File: src/hdl/plcr_pkg.sv
`timescale 1ns / 1ps
// ----------------------------------------------------------------------------
// plcr_pkg: shared types and codes for the colour ramp
// Word formats, status and request codes, and the state types.
// ----------------------------------------------------------------------------
package plcr_pkg;

    localparam int MAX_STOPS_DEF = 16;
    localparam int KEY_W         = 32;

    localparam logic REQ_INSERT = 1'b0;
    localparam logic REQ_LOOKUP = 1'b1;

    localparam logic [1:0] ST_OK    = 2'd0;
    localparam logic [1:0] ST_FULL  = 2'd1;
    localparam logic [1:0] ST_EMPTY = 2'd2;

    typedef struct packed {
        logic [7:0] r;
        logic [7:0] g;
        logic [7:0] b;
    } rgb_t;

    typedef struct packed {
        logic                    req_type;
        logic signed [KEY_W-1:0] key;
        logic [7:0]              red_in;
        logic [7:0]              green_in;
        logic [7:0]              blue_in;
    } in_word_t;

    typedef struct packed {
        logic [7:0] red_out;
        logic [7:0] green_out;
        logic [7:0] blue_out;
        logic [1:0] status;
    } out_word_t;

    typedef enum logic [1:0] {
        T_IDLE,
        T_LOOK,
        T_WAIT,
        T_DONE
    } top_state_t;

    typedef enum logic [2:0] {
        LP_IDLE,
        LP_MUL,
        LP_SUM,
        LP_DIV,
        LP_DONE
    } lerp_state_t;

endpackage

File: src/hdl/plcr_cell.sv
`timescale 1ns / 1ps
// ----------------------------------------------------------------------------
// plcr_cell: one colour stop of the sorted chain
// Holds a key and colour, compares against the broadcast key and, on an
// insert, either keeps its stop, takes the new one or takes its neighbour's.
// ----------------------------------------------------------------------------
module plcr_cell
    import plcr_pkg::*;
(
    input  logic                    aclk,
    input  logic                    ins_en,
    input  logic                    occupied,
    input  logic signed [KEY_W-1:0] cmp_key,
    input  rgb_t                    new_color,
    input  logic signed [KEY_W-1:0] left_key,
    input  rgb_t                    left_color,
    input  logic                    left_le,
    output logic signed [KEY_W-1:0] key,
    output rgb_t                    color,
    output logic                    le
);

    logic signed [KEY_W-1:0] key_reg;
    rgb_t                    color_reg;

    // An occupied stop at or below the broadcast key stays where it is.
    assign le    = occupied && (key_reg <= cmp_key);
    assign key   = key_reg;
    assign color = color_reg;

    // Cells above the insert point move up by one; the first of them takes
    // the new stop.
    always_ff @(posedge aclk) begin
        if (ins_en && !le) begin
            if (left_le) begin
                key_reg   <= cmp_key;
                color_reg <= new_color;
            end else begin
                key_reg   <= left_key;
                color_reg <= left_color;
            end
        end
    end

endmodule

File: config.mk
export PLATFORM = sky130hd
export DESIGN_NAME = plcr_cell
export DESIGN_NICKNAME = d
export VERILOG_FILES = /design/src/hdl/plcr_pkg.sv /design/src/hdl/plcr_cell.sv
export SDC_FILE = /design/constraint.sdc
export NUM_CORES = 1
export LEC_CHECK = 0
export ABC_AREA = 0
export BUFFER_PORTS_ARGS = -buffer_cell sky130_fd_sc_hd__buf_2
export CORE_MARGIN = 2
export CORE_UTILIZATION = 41
export DETAILED_ROUTE_END_ITERATION = 12
export GPL_ROUTABILITY_DRIVEN = 0
export PLACE_DENSITY = 0.77
export SYNTH_ARGS = -nofsm -noshare
export SYNTH_HDL_FRONTEND = slang
export SYNTH_SLANG_ARGS = --single-unit
export TNS_END_PERCENT = 50
File: constraint.sdc
create_clock -name aclk -period 3.75 [get_ports aclk]
set_input_delay 0.75 -clock aclk [delete_from_list [all_inputs] [get_ports aclk]]
set_output_delay 0.75 -clock aclk [all_outputs]
set_load 0.01 [all_outputs]
; ---- After elaboration in Yosys (flattened, before gate mapping)
; Cells that the tools add are included.
[classes]
order_cmp = 1
mux = 2
n_reduce_logical = 3
[ops]
columns = op, count
row1 = less-or-equal comparator 32 bit, 1
row2 = two-way mux 32 bit, 1
row3 = two-way mux 24 bit, 1
row4 = logical AND 1 bit, 2
row5 = zero test 1 bit, 1
[word_totals]
ff_bits = 56
inputBits = 116
output_inout_bits = 57

; ---- Longest topological paths before layout
[depth]
ltp_word = 4
ltp_mapped = 8
ltp_nobuf = 8

; ---- Worst setup path before layout
; OpenSTA, ideal clock, no wires.
[synth_timing]
kind = input -> register
from = input port cmp_key[23]
to = register color_reg, in the netlist color[0], enable pin
arrival_time_ps = 3192
setup_slack_ps = 138
path_stages = 8
n_path_buf = 0
cell_sequence = inv_1 > ha_1 > nand2_1 > o21a_1 > o221a_2 > o21ai_0 > a21o_1 > and3_1
[synth_between]
elab_chain_cells = 4
[synth_lines]
columns = item, line_no
row1 = start: declaration, plcr_cell.sv:13  ; input logic signed [KEY_W-1:0] cmp_key,
row2 = less-or-equal comparator 32 bit, plcr_cell.sv:27  ; assign le = occupied && (key_reg <= cmp_key);
row3 = logical AND 1 bit, plcr_cell.sv:27
row4 = zero test 1 bit, plcr_cell.sv:34  ; if (ins_en && !le) begin
row5 = logical AND 1 bit, plcr_cell.sv:34
row6 = end signal: assignment, plcr_cell.sv:37  ; color_reg <= new_color;
row7 = end signal: assignment, plcr_cell.sv:40  ; color_reg <= left_color;
row8 = end: declaration, plcr_cell.sv:24  ; rgb_t color_reg;
; No other way between the ends.
; A chain may end at the register's enable or synchronous reset.

; ---- Final worst setup path
[layout_timing]
from = input port cmp_key[13]
to = output port le
[layout_between]
elab_chain_cells = 2
[layout_lines]
columns = item, line_no
row1 = less-or-equal comparator 32 bit, plcr_cell.sv:27
row2 = logical AND 1 bit, plcr_cell.sv:27
row3 = end: declaration, plcr_cell.sv:20  ; output logic le
; No other way between the ends.

==> qor.yml <==
run_status:
  status: "completed"
final_layout:
  final_cells: 517
  largest_register_ffs: 32
  n_antenna_cell: 0
  num-nets-final: 562
  nFillCells: 681
  drive_gt1_share_pct: 57.8
  area_growth_pct: 33.8
timing:
  slew_headroom_pct: 56.2
  rsz0062_at_grt: "false"
  hold_viol: 0
  setup_viol: 0
  setup_tns_ns: 0
  max_freq_ghz: 0.316
  period_minus_slack_ns: 3.17
  worst_pin_slew_ns: 0.657
  slew_viol_final: 0
  period_share_pct: 84.5
  final.setup_skew_ns: 0.00933
detailed_routing:
  wl_per_cell_um: 13.7
  drt_wl_total_um: 7100
  num_vias: 2495
  firstDrtPassIters: 4
  vias_per_cell: 4.83
  drt_iter0_markers: 40
  ant_nets: 0
  remaining_drc_errors: 0
setup_path:
  critPathBufInv: 3
  crit_path_max_fanout: 2
  crit_path_top_delay_cell: "a2111oi_1"
  crit_family: "compound AO/OA/AOI/OAI gates"
  critPathLaunchType: "primary input"
  cp.required_ns: 3.00
  end_kind: "primary output"
  cp_data_arrival_time_ns: 2.42
  path_cells: "buf_2 > inv_1 > ha_1 > a21oi_2 > nor2_1 > a2111oi_1 > nand4_1 > a21o_1 > nand2_1 > buf_2"
  crit_top_cell: "buf_2"
  max_stage_delay_ns: 0.46
  path_class: "primary input to primary output"
run:
  drv_cap: 0
pwr:
  peakVddDrop_v: 0.000216
  netSwitchingFraction_pct: 27.8
  combPwrFrac_pct: 25.2
  intPower_mw: 1.09
  p_seq_share_pct: 53.0
  pwr_density_cell_nw_per_um2: 355
  pwr-share-clk_pct: 21.9
  p_leak_nw: 2.02
  p_sw_mw: 0.421
clocking:
  clkTransAtPathRegs_ns: 0.10
  cts_tree: "built"
  cts_setup_buffers: 0
  cts_max_path_buffers: 2
  clk_latency_ns: 0.31
  root_buffer: "clkbuf_8"
  ctsHoldBuffers: 0
  cts.htree.levels: 2
  cts.repair.resized: 0
  cts_buffers: 5
  clkSinkCount: 56
yosys:
  synth_common_cells: "edfxtp_1, mux2_2, ha_1, inv_1"
  synth_enable_flop_cells: 56
  synth_warnings: 0
  synthTopCellsByArea: "edfxtp_1, mux2_2, ha_1, inv_1, a21oi_1"
  synth.largest_area_cell: "edfxtp_1"
  synth_top_flop_cell: "edfxtp_1"
  synth_area_per_cell_um2: 13.3
  synth-async-reset-ratio_pct: 0
  netlist_area_um2: 3190
  synth_nets: 387
  synth_cells: 239
  synthDistinctLibCells: 28
  netlist.area_leader.share_pct: 52.8
  seq_area_frac_synth_pct: 52.8
  synth-seq-cells: 56
global_route:
  grt_pass1_vias: 2568
  grt_pass1_wl_um: 11400
  antenna_found_initial: 0
  grt_max_degree: 57
  grt_use_total_pct: 16.8
  grt_remaining_overflow: 0
placed_design:
  dp_cells: 509
  numPortBuffers: 172
  dp_hpwl_um: 5630
die:
  die-height_um: 92.2
  die_x_um: 92.2
  dieArea_um2: 8490
  start_util_pct: 41.7
  row_count: 32
  pin_count: 173
  core_um2: 7650
min_path:
  hold_class: "primary input to flip-flop"
-- area by class of cell --
type	instances	area (µm²)	share of cell area [%]
clock buffers	5	68.8	1.61
clock inverters	3	18.8	0.440
inverters	32	120	2.82
multi-input cells	145	1360	31.8
flip-flops and latches	56	1680	39.4
well taps	102	128	2.99
repair buffers	174	888	20.8
-- per-stage QoR --
stage	utilization (%)	hold slack (ns)	cell area, µm²	worst slack (ns)	total power [mW]
CTS	55.7	0.723	4260	0.619	1.53
global placement	54.6	1.05	4180	0.579	1.19
finish	55.7	0.735	4260	0.582	1.51
global route	55.7	0.720	4260	0.458	1.60
detailed placement	54.6	1.05	4180	0.622	1.20
floorplan	-	0.970	3190	0.138	1.03
-- path summary, 6_finish.rpt --
kind	startpoint	endpoint	slack (ns)	cells after the start
worst max-delay path	cmp_key[13]	le	0.58	10
worst min-delay path	left_color[13]	color[13]	0.73	2
worst max register to register	key[13]	key[3]	1.21	8
worst min register to register	key[31]	key[31]	1.40	6
-- routing by layer --
metal / GRT usage, % / routed length, µm / up-vias
li1: - / - / 1233
met1: 19.5 / 2930 / 1151
met2: 30.6 / 3560 / 103
met3: 4.44 / 531 / 8
met4: 4.48 / 85 / 0
met5: 0 / 0 / -
-- power by group through the flow --
stage | combinational [mW] | clock [mW] | sequential, mW
after floorplan | 0.175 | 0 | 0.852
final | 0.381 | 0.330 | 0.801
after global placement | 0.374 | 0 | 0.813
after global routing | 0.425 | 0.362 | 0.809
after detailed placement | 0.385 | 0 | 0.816
after CTS | 0.388 | 0.343 | 0.801
-- layout by cell type (no fill, tap or decap), types with 3 or more instances in the layout --
| cell type | Yosys | layout |
|---|---|---|
| a21o_1 | 3 | 3 |
| nand2_1 | 11 | 11 |
| buf_2 | 5 | 172 |
| mux2_2 | 56 | 56 |
| ha_1 | 32 | 32 |
| nor2_1 | 3 | 3 |
| clkbuf_8 | 0 | 5 |
| inv_1 | 32 | 32 |
| o21ai_0 | 3 | 3 |
| nand4_1 | 6 | 6 |
| a21oi_1 | 11 | 11 |
| edfxtp_1 | 56 | 56 |
-- cell families (layout without fill, tap and decap cells) --
family	Yosys count	in the layout	synth area share (%)
DFF	56	56	52.8
buffers and inverters	38	214	4.67
and+or+nand+nor	30	30	4.75
muxes	56	56	19.8
adders and majority gates	32	32	12.6
AOI/OAI and AO/OA	27	27	5.46
Power figures use the tool's default switching activity.
