$ cat src/hdl/plcr_pkg.sv
`timescale 1ns / 1ps
// ----------------------------------------------------------------------------
// plcr_pkg: shared types and codes for the colour ramp
// Word formats, status and request codes, and the state types.
// ----------------------------------------------------------------------------
package plcr_pkg;

    localparam int MAX_STOPS_DEF = 16;
    localparam int KEY_W         = 32;

    localparam logic REQ_INSERT = 1'b0;
    localparam logic REQ_LOOKUP = 1'b1;

    localparam logic [1:0] ST_OK    = 2'd0;
    localparam logic [1:0] ST_FULL  = 2'd1;
    localparam logic [1:0] ST_EMPTY = 2'd2;

    typedef struct packed {
        logic [7:0] r;
        logic [7:0] g;
        logic [7:0] b;
    } rgb_t;

    typedef struct packed {
        logic                    req_type;
        logic signed [KEY_W-1:0] key;
        logic [7:0]              red_in;
        logic [7:0]              green_in;
        logic [7:0]              blue_in;
    } in_word_t;

    typedef struct packed {
        logic [7:0] red_out;
        logic [7:0] green_out;
        logic [7:0] blue_out;
        logic [1:0] status;
    } out_word_t;

    typedef enum logic [1:0] {
        T_IDLE,
        T_LOOK,
        T_WAIT,
        T_DONE
    } top_state_t;

    typedef enum logic [2:0] {
        LP_IDLE,
        LP_MUL,
        LP_SUM,
        LP_DIV,
        LP_DONE
    } lerp_state_t;

endpackage

$ cat src/hdl/plcr_lerp.sv
`timescale 1ns / 1ps
// ----------------------------------------------------------------------------
// plcr_lerp: interpolation between two stops
// Forms the weighted sum per channel and divides it by the key span with a
// restoring divider, one quotient bit per cycle for all three channels.
// ----------------------------------------------------------------------------
module plcr_lerp
    import plcr_pkg::*;
(
    input  logic                    aclk,
    input  logic                    aresetn,
    input  logic                    start,
    input  logic signed [KEY_W-1:0] v,
    input  logic signed [KEY_W-1:0] k0,
    input  logic signed [KEY_W-1:0] k1,
    input  rgb_t                    c0,
    input  rgb_t                    c1,
    output logic                    done,
    output rgb_t                    result
);

    localparam int PW = KEY_W + 8;   // one product
    localparam int NW = PW + 1;      // sum of two products

    lerp_state_t st_reg, st_next;
    logic [2:0]       bit_reg;
    logic [KEY_W-1:0] dhi_reg, dlo_reg, den_reg;
    logic [7:0]       a_reg [3];
    logic [7:0]       z_reg [3];
    logic [PW-1:0]    pa_reg [3];
    logic [PW-1:0]    pz_reg [3];
    logic [NW-1:0]    rem_reg [3];
    logic [NW-1:0]    dsh_reg;
    logic [7:0]       q_reg [3];
    logic signed [KEY_W:0] dhi_w, dlo_w, den_w;

    assign dhi_w = {k1[KEY_W-1], k1} - {v[KEY_W-1], v};
    assign dlo_w = {v[KEY_W-1], v} - {k0[KEY_W-1], k0};
    assign den_w = {k1[KEY_W-1], k1} - {k0[KEY_W-1], k0};

    // Next state.
    always_comb begin
        st_next = st_reg;
        unique case (st_reg)
            LP_IDLE: if (start) st_next = LP_MUL;
            LP_MUL:  st_next = LP_SUM;
            LP_SUM:  st_next = LP_DIV;
            LP_DIV:  if (bit_reg == 3'd0) st_next = LP_DONE;
            LP_DONE: st_next = LP_IDLE;
            default: st_next = LP_IDLE;
        endcase
    end

    // Outputs.
    always_comb begin
        done     = (st_reg == LP_DONE);
        result.r = q_reg[0];
        result.g = q_reg[1];
        result.b = q_reg[2];
    end

    always_ff @(posedge aclk) begin
        if (!aresetn) begin
            st_reg <= LP_IDLE;
        end else begin
            st_reg <= st_next;
        end
    end

    // Datapath: differences, products, sum, then the divide steps.
    always_ff @(posedge aclk) begin
        logic [NW:0] trial;
        case (st_reg)
            LP_IDLE: begin
                dhi_reg  <= dhi_w[KEY_W-1:0];
                dlo_reg  <= dlo_w[KEY_W-1:0];
                den_reg  <= den_w[KEY_W-1:0];
                a_reg[0] <= c0.r;
                a_reg[1] <= c0.g;
                a_reg[2] <= c0.b;
                z_reg[0] <= c1.r;
                z_reg[1] <= c1.g;
                z_reg[2] <= c1.b;
            end
            LP_MUL: begin
                for (int c = 0; c < 3; c++) begin
                    pa_reg[c] <= PW'(a_reg[c]) * PW'(dhi_reg);
                    pz_reg[c] <= PW'(z_reg[c]) * PW'(dlo_reg);
                end
            end
            LP_SUM: begin
                for (int c = 0; c < 3; c++) begin
                    rem_reg[c] <= NW'(pa_reg[c]) + NW'(pz_reg[c]);
                end
                dsh_reg <= NW'({den_reg, 7'd0});
                bit_reg <= 3'd7;
            end
            LP_DIV: begin
                for (int c = 0; c < 3; c++) begin
                    trial = {1'b0, rem_reg[c]} - {1'b0, dsh_reg};
                    if (!trial[NW]) begin
                        rem_reg[c] <= trial[NW-1:0];
                    end
                    q_reg[c] <= {q_reg[c][6:0], ~trial[NW]};
                end
                dsh_reg <= dsh_reg >> 1;
                bit_reg <= bit_reg - 3'd1;
            end
            default: begin
            end
        endcase
    end

endmodule

$ cat config.mk
export PLATFORM = sky130hd
export DESIGN_NAME = plcr_lerp
export DESIGN_NICKNAME = d
export VERILOG_FILES = /design/src/hdl/plcr_pkg.sv /design/src/hdl/plcr_lerp.sv
export SDC_FILE = /design/constraint.sdc
export NUM_CORES = 2
export LEC_CHECK = 0
export ABC_CLOCK_PERIOD_IN_PS = 22600
export BUFFER_PORTS_ARGS = -buffer_cell sky130_fd_sc_hd__clkbuf_2
export CORE_ASPECT_RATIO = 0.8
export CORE_UTILIZATION = 55
export CTS_CLUSTER_DIAMETER = 30
export CTS_CLUSTER_SIZE = 30
export DETAILED_ROUTE_END_ITERATION = 7
export PLACE_DENSITY = 0.73
export REMOVE_ABC_BUFFERS = 1
export SYNTH_ARGS = -nofsm -noshare
export SYNTH_HDL_FRONTEND = slang
export SYNTH_SLANG_ARGS = --single-unit
$ cat constraint.sdc
create_clock -name aclk -period 22.6 [get_ports aclk]
set_input_delay 5.65 -clock aclk [delete_from_list [all_inputs] [get_ports aclk]]
set_output_delay 5.65 -clock aclk [all_outputs]
set_load 0.01 [all_outputs]
==> Word-level counts from Yosys, hierarchy flattened <==
Memory sizes are Yosys's and may differ from the RTL's.
Cells that the tools add are included.
{ "word_totals": {"register_bits": 143, "latch_bits": 0, "ram_bits": 435, "romBits": 0, "elab_cells": 69, "memories": 6} }
{ "mem_list": {"columns": ["memory", "depth", "width", "read_ports", "rd_clocked_by_memory_dff", "wr", "line_no", "source"], "rows": [
  ["rem_reg", 3, 41, 3, 0, 3, "plcr_lerp.sv:32", "logic [NW-1:0] rem_reg [3];"],
  ["pa_reg", 3, 40, 3, 0, 3, "plcr_lerp.sv:30", "logic [PW-1:0] pa_reg [3];"],
  ["pz_reg", 3, 40, 3, 0, 3, "plcr_lerp.sv:31", "logic [PW-1:0] pz_reg [3];"],
  ["a_reg", 3, 8, 3, 0, 3, "plcr_lerp.sv:28", "logic [7:0] a_reg [3];"],
  ["q_reg", 3, 8, 3, 0, 3, "plcr_lerp.sv:34", "logic [7:0] q_reg [3];"],
  ["z_reg", 3, 8, 3, 0, 3, "plcr_lerp.sv:29", "logic [7:0] z_reg [3];"]
]} }
{ "classes": {"add_sub_neg": 10, "multipliers": 6, "n_div": 0, "n_lt_le_gt_ge": 0, "n_eq_ne": 6, "n_shift": 0, "muxes": 25, "bitwise": 6, "reduce_logical": 4} }
{ "ops": {"columns": ["cell", "n"], "rows": [
  ["$mul 8x32->40", 6],
  ["$sub 41x41->42", 3],
  ["$add 40x40->41", 3],
  ["$mux 41", 3],
  ["$sub 32x32->32", 3],
  ["$pmux 41 s2", 1],
  ["$mux 1", 17],
  ["$pmux 3 s4", 1],
  ["$eq 3x2->1 const B", 2],
  ["$logic_not 3->1", 2],
  ["$mux 3", 2],
  ["$pmux 3 s2", 1],
  ["$ne 2x2->1 const B", 2],
  ["$eq 3x1->1 const B", 1],
  ["$eq 3x3->1 const B", 1],
  ["$not 1->1", 3],
  ["$or 1x1->1", 3],
  ["$sub 3x1->3 const B", 1],
  ["$reduce_and 2->1", 1],
  ["$reduce_bool 2->1", 1]
]} }

==> Longest topological paths before layout <==
{ "logic_depth": {"depth_word": 5, "depth_mapped": 21, "mapped_depth_nobuf": 20} }

==> Least setup slack after synthesis <==
OpenSTA, ideal clock, no wires.
{ "synth_path": {"kind": "flip-flop to flip-flop", "startpoint": "reg st_reg[0]", "endpoint": "mem pa_reg[0][0] (netlist name) (enable)", "arrival_ps": 17884, "slack_ps": 3534, "stages_incl_launch_ff": 3, "cell_sequence": "dfxtp_1 clkbuf_1 nor3b_1"} }
{ "synth_rtl": {"columns": ["element", "line_no", "source"], "rows": [
  ["start: declaration", "plcr_lerp.sv:25", "lerp_state_t st_reg, st_next;"],
  ["start signal: assignment", "plcr_lerp.sv:66", "st_reg <= st_next;"],
  ["end: declaration", "plcr_lerp.sv:30", null]
]} }

==> Worst setup path in the final report <==
{ "layout_path": {"startpoint": "in v[5]", "endpoint": "reg dhi_reg[31], data pin"} }
{ "layout_between": {"elab_chain_cells": 1} }
{ "layout_lines": {"columns": ["element", "line_no", "source"], "rows": [
  ["start: declaration", "plcr_lerp.sv:13", "input logic signed [KEY_W-1:0] v,"],
  ["$sub 32x32->32", "plcr_lerp.sv:37", "assign dhi_w = {k1[KEY_W-1], k1} - {v[KEY_W-1], v};"],
  ["via dhi_w[31]", "plcr_lerp.sv:35", "logic signed [KEY_W:0] dhi_w, dlo_w, den_w;"],
  ["end signal: assignment", "plcr_lerp.sv:75", "dhi_reg <= dhi_w[KEY_W-1:0];"],
  ["end: declaration", "plcr_lerp.sv:27", "logic [KEY_W-1:0] dhi_reg, dlo_reg, den_reg;"]
]} }
The timed path passes the listed nets, and every way through them passes these cells.
A chain may end at the register's enable or synchronous reset.

==> metrics.yaml <==
cells_and_area:
  final_area_um2: 91900
  final_nets: 10800
  stdcell_count: 11000
  final_common_cell: "and2_1"
  area.growth.synth_to_final_pct: 9.55
  final_util: 0.610
  drive_gt1_frac: 0.0646
  final_cell_mix: "1224 x and2_1, 1190 x inv_1, 1089 x fa_1, 692 x ha_1, 630 x nand2_1"
  largest_reg_flops: 123
  fill_cells: 12700
route:
  drc: 0
  routedWlPerCell_um: 21.8
  dr.pass1.iters: 8
  wl_met1_um: 102000
  via_per_inst: 5.91
  wirelength_um: 240000
  wl_met2_um: 108000
  top_layer: "met5"
  vias: 65100
  drtAntennaViolNets: 0
  wl_met3_um: 20500
  dr.first_iter.drc_count: 5514
sta:
  fmax_mhz: 108
  period_share: 0.408
  worstMarginPinSlew_ns: 1.20
  finClkSkew_ns: 0.0372
  layout_min_cycle_time_ns: 9.23
  setup-violations-final: 0
  hold_viol_final: 0
  max_slew_margin: 0.198
  rsz0062_at_grt: "no"
  finalMaxSlewViolations: 0
  setup_tns_ns: 0
critical_path:
  crit_path_top_delay_cell: "nor3_1"
  end_kind: "flip-flop"
  start_kind: "input port"
  worstPathRequired_ns: 23.13
  worstPathArrival_ns: 9.76
  path_cells: "clkbuf_2 > inv_1 > ha_1 > nor3_1 > o221ai_1 > a31oi_1 > o21ai_0 > buf_4 > a211oi_1 > o31ai_1 > a221o_1 > a21oi_1 > xnor2_1"
  critPathKind: "in -> reg"
  path_max_fanout: 4
  max_stage_delay_ns: 0.71
  path_delay_family: "compound AO/OA/AOI/OAI gates"
  cp_num_buf_inv: 3
logic_synthesis:
  synth_compound_area_frac: 0.122
  yosys-top-cells-area: "fa_1 26%, edfxtp_1 21%, ha_1 10%"
  synthFlopType: "edfxtp_1"
  synth_top_family_by_area: "adder cells"
  syn_avg_cell_area_um2: 9.53
  synth_warnings: 0
  synth-adder-area-share: 0.363
  synth_cell_types: 86
  netlist.area_leader.share: 0.260
  synth_area_leader_cell: "fa_1"
  ys_seq_area_frac: 0.206
  synth-xor-area-share: 0.0502
  synth_simple_gate_area_frac: 0.173
  syn_inst: 8801
  synth-seq-cells: 576
  synth.cell_area_um2: 83900
  postSynth.asyncResetShare: 0
  synthMuxAreaShare: 0.0154
  synth_edf_count: 573
clock_network:
  numCtsBuffers: 151
  clkLatencyLatePin_ns: 0.78
  numClockSinks: 576
  ctsHoldBuffers: 0
  tritoncts: "yes"
  cts_resized: 0
  clkTransAtPathRegs_ns: 0.05
  postCtsSetupRepairBufs: 0
  clockRootBuffer: "clkbuf_16"
  cts.htree.levels: 4
  cts_max_path_buffers: 3
global_route:
  grt_pass1_vias: 66800
  antenna_found_initial: 8
  grt_util_all_layers: 0.318
  grt_max_degree: 70
  grt_pass1_wl_um: 378000
  overflow: 0
place:
  io_buffers: 171
  place_congestion: 0.978
  post-place-cells: 10700
  place_area_um2: 86800
  dp_hpwl_um: 186000
die:
  die_h_um: 351
  start_util: 0.557
  die_w_um: 439
  row_count: 127
  pin_count: 172
  core_um2: 151000
  design.die.area_um2: 154000
min_path:
  hp-class: "reg -> reg"
status:
  status: "finished, final reports clean"
job:
  drv_cap: 0
## through the flow
step	worst slack, ns	hold slack, ns
floorplan	3.63	0.496
global placement	12.66	0.434
detailed placement	12.62	0.437
CTS	13.43	0.460
global route	12.99	0.471
finish	13.37	0.452
## metal layers
metal | global-route usage | up-vias
met1 | 0.436 | 32500
met3 | 0.0582 | 444
met2 | 0.503 | 2795
li1 | - | 29400
met5 | 0 | -
met4 | 0.119 | 12
## final cells by class
class / count / area (µm²) / area share
inverters: 1191 / 4470 / 0.0487
clock buffers: 172 / 3920 / 0.0427
diodes: 1 / 2.50 / 0.0000272
multi-input cells: 6681 / 60800 / 0.662
repair buffers: 292 / 1760 / 0.0192
clock inverters: 104 / 1180 / 0.0128
flip-flops and latches: 576 / 17300 / 0.188
well taps: 1999 / 2500 / 0.0272
## synth_stat cells, drive strengths merged, types with 110 or more instances
library cell,count
nand2,631
xnor2,311
inv,1191
o21ai,298
edfxtp,573
and2,1225
ha,692
a21oi,462
a21o,300
fa,1089
mux2i,110
nor2,299
clkbuf,332
xor2,170
## logic make-up after synthesis
kind of cell	count (synthesis)
compound gates	1578
xor+xnor	481
fa+ha+maj	1781
buf+inv	1544
flops	576
mux	127
simple gates	2714
## final timing paths
| kind | depth (start not counted) | end | from | slack (ns) |
|---|---|---|---|---|
| max | 13 | dhi_reg[31] | v[5] | 13.37 |
| max reg2reg | 15 | rem_reg[0][56] | dsh_reg[1] | 15.31 |
| min | 0 | q_reg[0][22] | q_reg[0][21] | 0.45 |
| min reg2reg | 0 | q_reg[0][22] | q_reg[0][21] | 0.45 |
Power is left out: the tool's default activity adds up to more than one toggle a clock period on the data nets, which glitch-free logic cannot reach.
